`config.mk`:
```
export PLATFORM = sky130hd
export DESIGN_NAME = lcg48_random_generator
export DESIGN_NICKNAME = d
export VERILOG_FILES = /design/src/hdl/lcg48_pkg.sv /design/src/hdl/lcg48_random_generator.sv /design/src/hdl/lcg48_datapath.sv /design/src/hdl/lcg48_ctrl.sv
export VERILOG_INCLUDE_DIRS = /design/src /design/src/hdl
export SDC_FILE = /design/constraint.sdc
export NUM_CORES = 2
export LEC_CHECK = 0
export ABC_AREA = 1
export BUFFER_PORTS_ARGS = -buffer_cell sky130_fd_sc_hd__buf_2
export CAP_MARGIN = 20
export CORE_MARGIN = 2
export CORE_UTILIZATION = 65
export DETAILED_ROUTE_END_ITERATION = 7
export PLACE_DENSITY = 0.82
export SLEW_MARGIN = 0
export SYNTH_ARGS = -nofsm -noshare
export SYNTH_HDL_FRONTEND = slang
export SYNTH_HIERARCHICAL = 1
export SYNTH_SLANG_ARGS = --single-unit
```
`constraint.sdc`:
```
create_clock -name clk -period 13.3 [get_ports clk]
set_input_delay 0 -clock clk [delete_from_list [all_inputs] [get_ports clk]]
set_output_delay 0 -clock clk [all_outputs]
set_load 0.05 [all_outputs]
```
`src/hdl/lcg48_random_generator_defines.svh`:
```
// Assertion macros shared by the generator modules.
// Depends on clk and rst_n being visible in the module that uses them.
`ifndef LCG48_RANDOM_GENERATOR_DEFINES_SVH
`define LCG48_RANDOM_GENERATOR_DEFINES_SVH

// Same-cycle implication, checked out of reset
`define LCG48_ASSERT_NOW(label, cond, prop, msg) \
    label: assert property (@(posedge clk) disable iff (!rst_n) (cond) |-> (prop)) \
        else $error(msg);

// Next-cycle implication, checked out of reset
`define LCG48_ASSERT_NEXT(label, cond, prop, msg) \
    label: assert property (@(posedge clk) disable iff (!rst_n) (cond) |=> (prop)) \
        else $error(msg);

`endif

```
`src/hdl/lcg48_pkg.sv`:
```
// Shared types and constants of the 48-bit LCG generator.
// No dependencies; imported by the controller, datapath and top level.
`timescale 1ns / 1ps

package lcg48_pkg;

    localparam int STATE_W = 48;
    localparam int INT_W   = 32;
    localparam int BITS_W  = 31;
    localparam int FRAC_W  = 53;
    localparam int HI_W    = 26;
    localparam int LO_W    = 27;
    localparam int CHUNK_W = 16;
    localparam int MULT_W  = 35;

    localparam logic [MULT_W-1:0]  LCG_MULT     = 35'h5DEECE66D;
    localparam logic [STATE_W-1:0] LCG_ADD      = 48'hB;
    localparam logic [STATE_W-1:0] SEED_SCRAMBLE = 48'h0005DEECE66D;

    // Three 16-bit chunks of the state, one per multiply step
    localparam logic [1:0] MUL_LAST_STEP = 2'd2;
    // One quotient bit per divide step
    localparam logic [4:0] DIV_LAST_STEP = 5'd30;

    typedef enum logic [1:0] {
        ACT_PLAIN    = 2'd0,
        ACT_BOUNDED  = 2'd1,
        ACT_FRACTION = 2'd2,
        ACT_NONE     = 2'd3
    } action_t;

    typedef enum logic [2:0] {
        S_IDLE,
        S_MUL,
        S_MUL2,
        S_DIV,
        S_FINISH
    } ctrl_state_t;

    typedef struct packed {
        logic cfg_load;
        logic load_req;
        logic mul_start;
        logic cap_hi;
        logic div_start;
        logic out_load;
    } ctrl_cmd_t;

    typedef struct packed {
        action_t action;
        logic    pow2;
        logic    mul_done;
        logic    div_done;
        logic    reject;
        logic    out_free;
    } dp_status_t;

endpackage

```
`src/hdl/lcg48_random_generator.sv`:
```
// 48-bit linear congruential generator, multiplier 0x5DEECE66D, increment 0xB.
// Channels: a request channel (action, bound) with in_valid/in_ready, a result
// channel (int_value, fraction) with out_valid/out_ready, and a seed write
// channel (seed_value) with cfg_valid/cfg_ready. Each request beat gives one
// result beat. Seed beats are taken only between requests.
// The state advance is a 16-bit by 35-bit multiplier used over three steps; the
// modulo is a restoring divider giving one bit a cycle, and it sets the pace of
// bounded draws. One request is in work at a time; the next is taken once the
// result sits in the output register.
// Reset loads the state with 0x5DEECE66D and empties the output register.
// While the receiver stalls the result beat is held unchanged; a finished
// following request waits until that beat is taken.
// Depends on lcg48_pkg, lcg48_ctrl and lcg48_datapath.
`timescale 1ns / 1ps

module lcg48_random_generator (
    input  logic                                 clk,
    input  logic                                 rst_n,
    input  logic                                 cfg_valid,
    output logic                                 cfg_ready,
    input  logic [lcg48_pkg::STATE_W-1:0]        seed_value,
    input  logic                                 in_valid,
    output logic                                 in_ready,
    input  logic [1:0]                           action,
    input  logic [lcg48_pkg::BITS_W-1:0]         bound,
    output logic                                 out_valid,
    input  logic                                 out_ready,
    output logic signed [lcg48_pkg::INT_W-1:0]   int_value,
    output logic [lcg48_pkg::FRAC_W-1:0]         fraction
);
    import lcg48_pkg::*;

    ctrl_cmd_t  cmd;
    dp_status_t sts;

    // Sequencer
    lcg48_ctrl u_ctrl (
        .clk       (clk),
        .rst_n     (rst_n),
        .in_valid  (in_valid),
        .in_ready  (in_ready),
        .action    (action),
        .cfg_valid (cfg_valid),
        .cfg_ready (cfg_ready),
        .sts       (sts),
        .cmd       (cmd)
    );

    // Arithmetic and result register
    lcg48_datapath u_datapath (
        .clk        (clk),
        .rst_n      (rst_n),
        .cmd        (cmd),
        .sts        (sts),
        .seed_value (seed_value),
        .action     (action),
        .bound      (bound),
        .out_valid  (out_valid),
        .out_ready  (out_ready),
        .int_value  (int_value),
        .fraction   (fraction)
    );

endmodule

```
`src/hdl/lcg48_datapath.sv`:
```
// Datapath of the LCG generator: state register, chunked constant multiplier,
// serial restoring divider, rejection test and output register. Uses lcg48_pkg.
`timescale 1ns / 1ps
`include "lcg48_random_generator_defines.svh"

module lcg48_datapath (
    input  logic                                 clk,
    input  logic                                 rst_n,
    input  lcg48_pkg::ctrl_cmd_t                 cmd,
    output lcg48_pkg::dp_status_t                sts,
    input  logic [lcg48_pkg::STATE_W-1:0]        seed_value,
    input  logic [1:0]                           action,
    input  logic [lcg48_pkg::BITS_W-1:0]         bound,
    output logic                                 out_valid,
    input  logic                                 out_ready,
    output logic signed [lcg48_pkg::INT_W-1:0]   int_value,
    output logic [lcg48_pkg::FRAC_W-1:0]         fraction
);
    import lcg48_pkg::*;

    logic [STATE_W-1:0] state_reg;
    action_t            act_reg;
    logic [BITS_W-1:0]  bound_reg;
    logic [HI_W-1:0]    hi_reg;

    logic [STATE_W-1:0] acc_reg;
    logic [1:0]         mul_cnt_reg;
    logic               mul_busy_reg;
    logic               mul_done_reg;
    logic [CHUNK_W-1:0] chunk;
    logic [CHUNK_W+MULT_W-1:0] chunk_prod;
    logic [STATE_W-1:0] term;
    logic [STATE_W-1:0] acc_next;

    logic [BITS_W-1:0]  dvd_reg;
    logic [BITS_W-1:0]  bits_reg;
    logic [BITS_W-1:0]  rem_reg;
    logic [4:0]         div_cnt_reg;
    logic               div_busy_reg;
    logic               div_done_reg;
    logic [BITS_W:0]    shifted;
    logic [BITS_W+1:0]  diff;
    logic [BITS_W+1:0]  check_sum;

    logic               out_valid_reg;
    logic [INT_W-1:0]   int_next;
    logic [FRAC_W-1:0]  frac_next;
    logic [INT_W-1:0]   int_value_reg;
    logic [FRAC_W-1:0]  fraction_reg;
    logic [2*BITS_W-1:0] pow2_prod;
    logic [BITS_W-1:0]  bound_m1;

    // Select the state chunk and weight its partial product
    always_comb
    begin
        case (mul_cnt_reg)
            2'd0:    chunk = state_reg[CHUNK_W-1:0];
            2'd1:    chunk = state_reg[2*CHUNK_W-1:CHUNK_W];
            default: chunk = state_reg[3*CHUNK_W-1:2*CHUNK_W];
        endcase
        chunk_prod = (CHUNK_W+MULT_W)'(chunk) * (CHUNK_W+MULT_W)'(LCG_MULT);
        case (mul_cnt_reg)
            2'd0:    term = chunk_prod[STATE_W-1:0];
            2'd1:    term = {chunk_prod[STATE_W-CHUNK_W-1:0], {CHUNK_W{1'b0}}};
            default: term = {chunk_prod[STATE_W-2*CHUNK_W-1:0], {2*CHUNK_W{1'b0}}};
        endcase
        acc_next = acc_reg + term;
    end

    // Advance the generator state over three multiply steps; reload on a seed beat
    always_ff @(posedge clk or negedge rst_n)
    begin
        if (!rst_n)
        begin
            state_reg    <= SEED_SCRAMBLE;
            mul_busy_reg <= 1'b0;
            mul_done_reg <= 1'b0;
            mul_cnt_reg  <= 2'd0;
            acc_reg      <= '0;
        end
        else
        begin
            mul_done_reg <= 1'b0;
            if (cmd.cfg_load)
            begin
                state_reg <= seed_value ^ SEED_SCRAMBLE;
            end
            if (cmd.mul_start)
            begin
                acc_reg      <= LCG_ADD;
                mul_cnt_reg  <= 2'd0;
                mul_busy_reg <= 1'b1;
            end
            else if (mul_busy_reg)
            begin
                acc_reg     <= acc_next;
                mul_cnt_reg <= mul_cnt_reg + 2'd1;
                if (mul_cnt_reg == MUL_LAST_STEP)
                begin
                    state_reg    <= acc_next;
                    mul_busy_reg <= 1'b0;
                    mul_done_reg <= 1'b1;
                end
            end
        end
    end

    // Hold the request fields and the upper fraction part
    always_ff @(posedge clk)
    begin
        if (cmd.load_req)
        begin
            act_reg   <= action_t'(action);
            bound_reg <= bound;
        end
        if (cmd.cap_hi)
        begin
            hi_reg <= state_reg[STATE_W-1:STATE_W-HI_W];
        end
    end

    // One restoring divide step
    always_comb
    begin
        shifted = {rem_reg, dvd_reg[BITS_W-1]};
        diff    = {1'b0, shifted} - {2'b00, bound_reg};
    end

    // Reduce the drawn bits modulo the bound, one quotient bit per cycle
    always_ff @(posedge clk or negedge rst_n)
    begin
        if (!rst_n)
        begin
            div_busy_reg <= 1'b0;
            div_done_reg <= 1'b0;
            div_cnt_reg  <= 5'd0;
        end
        else
        begin
            div_done_reg <= 1'b0;
            if (cmd.div_start)
            begin
                div_cnt_reg  <= 5'd0;
                div_busy_reg <= 1'b1;
            end
            else if (div_busy_reg)
            begin
                div_cnt_reg <= div_cnt_reg + 5'd1;
                if (div_cnt_reg == DIV_LAST_STEP)
                begin
                    div_busy_reg <= 1'b0;
                    div_done_reg <= 1'b1;
                end
            end
        end
    end

    always_ff @(posedge clk)
    begin
        if (cmd.div_start)
        begin
            dvd_reg  <= state_reg[STATE_W-1:STATE_W-BITS_W];
            bits_reg <= state_reg[STATE_W-1:STATE_W-BITS_W];
            rem_reg  <= '0;
        end
        else if (div_busy_reg)
        begin
            dvd_reg <= {dvd_reg[BITS_W-2:0], 1'b0};
            rem_reg <= diff[BITS_W+1] ? shifted[BITS_W-1:0] : diff[BITS_W-1:0];
        end
    end

    // Bias test: bits - rem + bound - 1 must stay below 2^31
    always_comb
    begin
        bound_m1  = bound_reg - BITS_W'(1);
        check_sum = {2'b00, bits_reg} - {2'b00, rem_reg} + {2'b00, bound_m1};
    end

    // Form the result from the current state
    always_comb
    begin
        pow2_prod = (2*BITS_W)'(bound_reg) * (2*BITS_W)'(state_reg[STATE_W-1:STATE_W-BITS_W]);
        int_next  = '0;
        frac_next = '0;
        case (act_reg)
            ACT_PLAIN:
            begin
                int_next = state_reg[STATE_W-1:STATE_W-INT_W];
            end
            ACT_BOUNDED:
            begin
                if (sts.pow2)
                begin
                    int_next = {1'b0, pow2_prod[2*BITS_W-1:BITS_W]};
                end
                else
                begin
                    int_next = {1'b0, rem_reg};
                end
            end
            ACT_FRACTION:
            begin
                frac_next = {hi_reg, state_reg[STATE_W-1:STATE_W-LO_W]};
            end
            default:
            begin
                int_next  = '0;
                frac_next = '0;
            end
        endcase
    end

    // Output register: load a finished result, drop it once the beat is taken
    always_ff @(posedge clk or negedge rst_n)
    begin
        if (!rst_n)
        begin
            out_valid_reg <= 1'b0;
        end
        else if (cmd.out_load)
        begin
            out_valid_reg <= 1'b1;
        end
        else if (out_ready)
        begin
            out_valid_reg <= 1'b0;
        end
    end

    always_ff @(posedge clk)
    begin
        if (cmd.out_load)
        begin
            int_value_reg <= int_next;
            fraction_reg  <= frac_next;
        end
    end

    assign out_valid = out_valid_reg;
    assign int_value = int_value_reg;
    assign fraction  = fraction_reg;

    // Status toward the controller
    assign sts.action   = act_reg;
    assign sts.pow2     = ((bound_reg & bound_m1) == '0);
    assign sts.mul_done = mul_done_reg;
    assign sts.div_done = div_done_reg;
    assign sts.reject   = check_sum[BITS_W+1] | check_sum[BITS_W];
    assign sts.out_free = !out_valid_reg || out_ready;

    `LCG48_ASSERT_NOW(a_rem_below_bound, div_done_reg, rem_reg < bound_reg, "remainder not below bound")
    `LCG48_ASSERT_NOW(a_units_exclusive, mul_busy_reg, !div_busy_reg, "multiplier and divider both busy")

endmodule

```
`src/hdl/lcg48_ctrl.sv`:
```
// Controller of the LCG generator: sequences multiply, divide, redraw and output.
// Uses lcg48_pkg and the assertion macros header.
`timescale 1ns / 1ps
`include "lcg48_random_generator_defines.svh"

module lcg48_ctrl (
    input  logic                   clk,
    input  logic                   rst_n,
    input  logic                   in_valid,
    output logic                   in_ready,
    input  logic [1:0]             action,
    input  logic                   cfg_valid,
    output logic                   cfg_ready,
    input  lcg48_pkg::dp_status_t  sts,
    output lcg48_pkg::ctrl_cmd_t   cmd
);
    import lcg48_pkg::*;

    ctrl_state_t state_reg;
    ctrl_state_t state_next;

    always_ff @(posedge clk or negedge rst_n)
    begin
        if (!rst_n)
        begin
            state_reg <= S_IDLE;
        end
        else
        begin
            state_reg <= state_next;
        end
    end

    // Next state
    always_comb
    begin
        state_next = state_reg;
        case (state_reg)
            S_IDLE:
            begin
                if (!cfg_valid && in_valid)
                begin
                    state_next = (action_t'(action) == ACT_NONE) ? S_FINISH : S_MUL;
                end
            end
            S_MUL:
            begin
                if (sts.mul_done)
                begin
                    case (sts.action)
                        ACT_FRACTION: state_next = S_MUL2;
                        ACT_BOUNDED:  state_next = sts.pow2 ? S_FINISH : S_DIV;
                        default:      state_next = S_FINISH;
                    endcase
                end
            end
            S_MUL2:
            begin
                if (sts.mul_done)
                begin
                    state_next = S_FINISH;
                end
            end
            S_DIV:
            begin
                if (sts.div_done)
                begin
                    state_next = sts.reject ? S_MUL : S_FINISH;
                end
            end
            S_FINISH:
            begin
                if (sts.out_free)
                begin
                    state_next = S_IDLE;
                end
            end
            default:
            begin
                state_next = S_IDLE;
            end
        endcase
    end

    // Commands and handshake outputs
    always_comb
    begin
        cmd       = '0;
        in_ready  = 1'b0;
        cfg_ready = 1'b0;
        case (state_reg)
            S_IDLE:
            begin
                cfg_ready     = 1'b1;
                in_ready      = !cfg_valid;
                cmd.cfg_load  = cfg_valid;
                cmd.load_req  = in_valid && !cfg_valid;
                cmd.mul_start = in_valid && !cfg_valid && (action_t'(action) != ACT_NONE);
            end
            S_MUL:
            begin
                if (sts.mul_done)
                begin
                    if (sts.action == ACT_FRACTION)
                    begin
                        cmd.cap_hi    = 1'b1;
                        cmd.mul_start = 1'b1;
                    end
                    else if (sts.action == ACT_BOUNDED && !sts.pow2)
                    begin
                        cmd.div_start = 1'b1;
                    end
                end
            end
            S_MUL2:
            begin
                cmd = '0;
            end
            S_DIV:
            begin
                cmd.mul_start = sts.div_done && sts.reject;
            end
            S_FINISH:
            begin
                cmd.out_load = sts.out_free;
            end
            default:
            begin
                cmd = '0;
            end
        endcase
    end

    `LCG48_ASSERT_NOW(a_load_when_free, cmd.out_load, sts.out_free, "result loaded over a held beat")
    `LCG48_ASSERT_NOW(a_one_unit_start, cmd.mul_start, !cmd.div_start, "multiply and divide started together")
    `LCG48_ASSERT_NEXT(a_div_holds, (state_reg == S_DIV) && !sts.div_done, state_reg == S_DIV, "left divide before it finished")
    `LCG48_ASSERT_NEXT(a_redraw_starts_mul, (state_reg == S_DIV) && sts.div_done && sts.reject, state_reg == S_MUL, "redraw did not return to multiply")

endmodule

```
### Yosys cells after proc, flatten, opt, wreduce, memory -nomap -nowiden

Index checks and enable logic that the tools add are counted.

* output and inout bits: 88
* input bits: 86
* word-level logic and storage cells: 113
* bits in registers: 348

* reductions and logical operators: 16
* multiply operators: 2
* eq/ne operators: 16
* add/sub/neg operators: 7
* bitwise operators: 3
* multiplexer cells: 51

Operators with widths (count)
* 48-bit 2-to-1 mux: 6
* 31-bit 2-to-1 mux: 4
* 48-bit case mux with 2 select lines: 1
* 32-bit case mux with 2 select lines: 1
* 31-bit by 31-bit multiplier with 62-bit output: 1
* 48-bit adder: 1
* 16-bit by 35-bit multiplier with 48-bit output (second input constant): 1
* 33-bit by 31-bit adder with 33-bit output: 1
* 32-bit by 31-bit subtractor with 33-bit output: 1
* 16-bit case mux with 2 select lines: 1
* 31-bit by 31-bit subtractor with 32-bit output: 1
* 31-bit AND: 1
* 31-bit zero test: 1
* 31-bit by 1-bit subtractor with 31-bit output (second input constant): 1
* 3-bit 2-to-1 mux: 9
* 23-bit NOT: 1
* 1-bit 2-to-1 mux: 19
* 3-bit case mux with 5 select lines: 1
* 2-bit 2-to-1 mux: 5
* 5-bit 2-to-1 mux: 2
* 2-bit by 1-bit != test with 1-bit output (second input constant): 5
* 2-bit equality test (second input constant): 3
* 3-bit by 2-bit equality test with 1-bit output (second input constant): 2
* 3-bit case mux with 2 select lines: 1
* other kinds (16): 25

### Logic depth before layout (Yosys ltp)

* depth after elaboration: 10
* gate-level depth with buffers: 48
* mapped depth without buffers: 47

### Cells and area by module

The synthesis kept the hierarchy.

By module, submodules not included
* lcg48_datapath: seq. area each 9537.9 µm², area each 64574.4 µm², instances 1, cells an instance 8125
* lcg48_ctrl: seq. area each 75.1 µm², area each 442.9 µm², instances 1, cells an instance 74

### Worst setup path after synthesis

OpenSTA, ideal clock, no wires.

* path kind: register -> register
* start point: reg u_datapath.out_valid_reg, in the netlist u_datapath/out_valid
* end point: reg u_datapath.fraction_reg[0], in the netlist u_datapath/fraction[0] (enable)
* library setup time: 0.740 ns
* setup slack: 3.707 ns
* data arrival time: 8.853 ns
* clock period less this slack: 9.593 ns
* path buffers: 0
* stages on the path, launching flop included: 4
* data required time: 12.560 ns
* cells stage by stage: dfrtp_1 nand2_1 inv_1 nor4_1

RTL lines
* start, declared: RTL line lcg48_datapath.sv:45 `logic out_valid_reg;`
* start signal, assigned: RTL line lcg48_datapath.sv:219 `out_valid_reg <= 1'b0;`
* start signal, assigned: RTL line lcg48_datapath.sv:223 `out_valid_reg <= 1'b1;`
* start signal, assigned: RTL line lcg48_datapath.sv:227 `out_valid_reg <= 1'b0;`
* end signal, assigned: RTL line lcg48_datapath.sv:236 `fraction_reg <= frac_next;`
* end, declared: RTL line lcg48_datapath.sv:49 `logic [FRAC_W-1:0] fraction_reg;`

### Worst setup path after layout

* start point: reg u_datapath.mul_cnt_reg[0]
* end point: reg u_datapath.state_reg[42]

* longest elaborated chain between the ends: 8
* elaborated cells on any way between the ends: 10
* those cells by class: add/sub (1); mul (1); eq/ne (2); mux (5); reduce/logical (1)

Ends and longest elaborated chain
* start, declared: RTL line lcg48_datapath.sv:27 `logic [1:0] mul_cnt_reg;`
* start signal, assigned: RTL line lcg48_datapath.sv:97 `mul_cnt_reg <= mul_cnt_reg + 2'd1;`
* 2-bit by 1-bit equality test with 1-bit output / 2-bit zero test (equally long branches): RTL line lcg48_datapath.sv:56, lcg48_datapath.sv:62
* 16-bit case mux with 2 select lines: RTL line lcg48_datapath.sv:56 `case (mul_cnt_reg)`
* 16-bit by 35-bit multiplier with 48-bit output: RTL line lcg48_datapath.sv:61 `chunk_prod = (CHUNK_W+MULT_W)'(chunk) * (CHUNK_W+MULT_W)'(LCG_MULT);`
* 48-bit case mux with 2 select lines: RTL line lcg48_datapath.sv:62 `case (mul_cnt_reg)`
* 48-bit adder: RTL line lcg48_datapath.sv:67 `acc_next = acc_reg + term;`
* 48-bit 2-to-1 mux *: RTL line lcg48_datapath.sv:98 `if (mul_cnt_reg == MUL_LAST_STEP)`
* 48-bit 2-to-1 mux *: RTL line lcg48_datapath.sv:94 `else if (mul_busy_reg)`
* 48-bit 2-to-1 mux *: RTL line lcg48_datapath.sv:88 `if (cmd.mul_start)`
* end signal, assigned: RTL line lcg48_datapath.sv:86 `state_reg <= seed_value ^ SEED_SCRAMBLE;`
* end signal, assigned: RTL line lcg48_datapath.sv:100 `state_reg <= acc_next;`
* end, declared: RTL line lcg48_datapath.sv:21 `logic [STATE_W-1:0] state_reg;`

Mark *: on every way between the ends. The rest lies on a longest branch, timed or not.
A chain may end at the register's enable or synchronous reset.

==> impl_metrics.json <==
{
  "status": "complete, but fails checks",
  "fmax_mhz": 84.26,
  "n_fill_cell": 7546,
  "wl_um": 237700,
  "crit_path_frequent_cell": "inv_1",
  "end_kind": "flop",
  "yosysMostFrequentCell": "inv_1",
  "vias_per_cell": 6.117,
  "core-area_um2": 99570,
  "synth_area_um2": 65020,
  "setup_ws_ps": 1432,
  "synth.net_count": 9941,
  "nets": 10021,
  "largest_reg_flops": 53,
  "hold_viol_final": 0,
  "ant_nets": 0,
  "min_delay_path_depth": 2,
  "drtPass1Iterations": 7,
  "die_area_um2": 102600,
  "synthFlopType": "edfxtp_1",
  "post-route-drc-count": 24,
  "slowest_delay_ps": 800,
  "setup_tns_ps": 0,
  "violations": "design-rule violations",
  "grt_pass1_vias": 61720,
  "fin_hold_ws_ps": 34.07,
  "cp.arrival_ps": 12390,
  "fp.dieH_um": 320.3,
  "seqCellArea_um2": 9614,
  "rr_startpoint": "u_datapath/mul_cnt_reg[0]",
  "critPathMaxFanout": 28,
  "period_needed_ps": 11870,
  "clk_pin_slew_ps": 80,
  "grt_pass1_wl_um": 358600,
  "placed_area_um2": 66940,
  "clkSinkCount": 348,
  "synth_top_cell_by_area": "fa_1",
  "synth_cell_types": 75,
  "critPathLaunchType": "flop",
  "syn_inst": 8199,
  "cts_tree": "yes",
  "synth_edf_count": 206,
  "place.gp.congestion": 1.067,
  "maxCapViolCount": 0,
  "final_area_um2": 69460,
  "ys_ff_latch": 348,
  "initial_core_util": 0.6530,
  "r2r_slack_ps": 1430,
  "dpl.hpwl_um": 181500,
  "setup_viol": 0,
  "slew_headroom": 0.2356,
  "worstSkewPairLatency_ps": 680,
  "gr-total-overflow": 0,
  "critPathKind": "reg2reg",
  "grt_max_degree": 78,
  "cpMaxStageDelayCell": "o21ai_0",
  "ctsResizeCount": 0,
  "cp.required_ps": 13820,
  "synth_commonest_cells": "2023 x inv_1, 1936 x nand2_1, 1064 x fa_1",
  "yosys_warnings": 6,
  "io_buffers": 173,
  "rsz0062_at_grt": "false",
  "io_pins": 174,
  "fin_crit_sh": 0.8924,
  "drive_gt1_frac": 0.05642,
  "htree_num_levels": 2,
  "numCtsBuffers": 42,
  "drtIter0Drc": 6976,
  "synthTopCellsByArea": "fa_1 33%, inv_1 12%, ha_1 11%",
  "synth_top_cell_area_share": 0.3276,
  "async_flop_share": 0.3190,
  "clockBufferDepth": 3,
  "worstHoldStart": "bound[29]",
  "worst-r2r-cell-count": 41,
  "rr_endpoint": "u_datapath/state_reg[42]",
  "hold_path_end": "u_datapath/bound_reg[29]",
  "num_vias": 58908,
  "tightest_slew_ps": 1144,
  "grt.total_usage": 0.4704,
  "min-delay-path-class": "in2reg",
  "die_w_um": 320.3,
  "cts-root-buf": "clkbuf_16",
  "ys_seq_area_frac": 0.1479,
  "finalMaxSlewViolations": 0,
  "wl_per_cell_um": 24.69,
  "multi_input_area_um2": 46540,
  "synth.avg_cell_area_um2": 7.930,
  "pre_cts_ws_ps": 1941,
  "antenna_found_initial": 26,
  "syn_to_final_growth_pct": 6.832,
  "num_rows": 116,
  "clock_skew_ps": 57.24
}
logic make-up after synthesis:
kind of cell,Yosys count,synth area share
fa+ha+maj,1656,0.4415
simple gates,2843,0.1780
buf+inv,2347,0.1370
flops,348,0.1479
xor+xnor,102,0.01374
compound gates,903,0.08186
worst max-delay path by stage:
stage                               endpoint                 startpoint
floorplan             u_datapath/fraction[0]       u_datapath/out_valid
global placement    u_datapath/state_reg[31]  u_datapath/mul_cnt_reg[0]
detailed placement  u_datapath/state_reg[42]  u_datapath/mul_cnt_reg[0]
CTS                 u_datapath/state_reg[41]  u_datapath/mul_cnt_reg[0]
global route        u_datapath/state_reg[42]  u_datapath/mul_cnt_reg[0]
finish              u_datapath/state_reg[42]  u_datapath/mul_cnt_reg[0]
area by class of cell:
| cell class | count | share of cell area |
|---|---|---|
| Timing Repair Buffer | 354 | 0.03577 |
| Multi-Input combinational cell | 5504 | 0.6701 |
| Antenna cell | 19 | 0.0006845 |
| Inverter | 2029 | 0.1096 |
| Sequential cell | 348 | 0.1384 |
| Clock buffer | 49 | 0.01594 |
| Clock inverter | 29 | 0.006089 |
| Tap cell | 1298 | 0.02338 |
layout by cell type (no fill, tap or decap), types with 10 or more instances in the layout:
cell type,synthesis,routed
inv_1,2023,2022
nand2_1,1936,1935
fa_1,1064,1064
ha_1,592,592
nor2_1,463,457
o21ai_0,324,324
a21oi_1,305,305
nand3_1,236,236
edfxtp_1,206,206
buf_2,8,172
buf_4,2,91
dlygate4sd3_1,0,87
dfrtp_1,88,87
xor2_1,62,62
a21o_1,49,49
nor3_1,48,47
clkbuf_16,0,42
nand4_1,41,41
xnor2_1,40,40
a31oi_1,38,38
o21bai_1,32,32
o211ai_1,31,31
dfxtp_1,31,31
nor4_1,26,25
or2_2,24,24
dfstp_2,23,23
o21a_1,21,21
diode_2,0,19
nand3b_1,15,15
o211ai_2,14,14
o221ai_1,13,13
nand2_2,11,12
a21boi_0,12,12
nor2_2,8,11
nand3_2,10,10
o22ai_1,10,10
through the flow:
stage / std cells / utilization
floorplan: 8199 / -
global placement: 9442 / 0.6723
detailed placement: 9442 / 0.6723
CTS: 9607 / 0.6964
global route: 9612 / 0.6972
finish: 9630 / 0.6976
worst max-delay path, delay by kind of cell, from the launching register on:
| kind | cells | cell delay, ps |
|---|---|---|
| buffers and inverters | 11 | 2190 |
| AOI/OAI and AO/OA | 7 | 2120 |
| DFF | 1 | 350 |
| adders and majority gates | 9 | 4240 |
| and+or+nand+nor | 14 | 2830 |
repair_timing:
| item | 4_1_cts | 5_1_grt |
|---|---|---|
| setup buffers | 0 | 0 |
| setup endpoints to repair | 0 | 0 |
| hold buffers | 87 | 0 |
| endpoints found under the hold margin | 136 | 0 |
routing by layer:
metal,vias up,routed length (µm),track usage,share of wire
met3,1636,27390,0.1320,0.12
met2,4372,108100,0.7485,0.45
met1,27961,78410,0.5392,0.33
met5,-,73,0,0.00031
met4,10,23710,0.3629,0.10
li1,24929,-,-,-
Power is not shown: default switching activity piles up to over one toggle a cycle in this logic, so the estimate is an artifact.
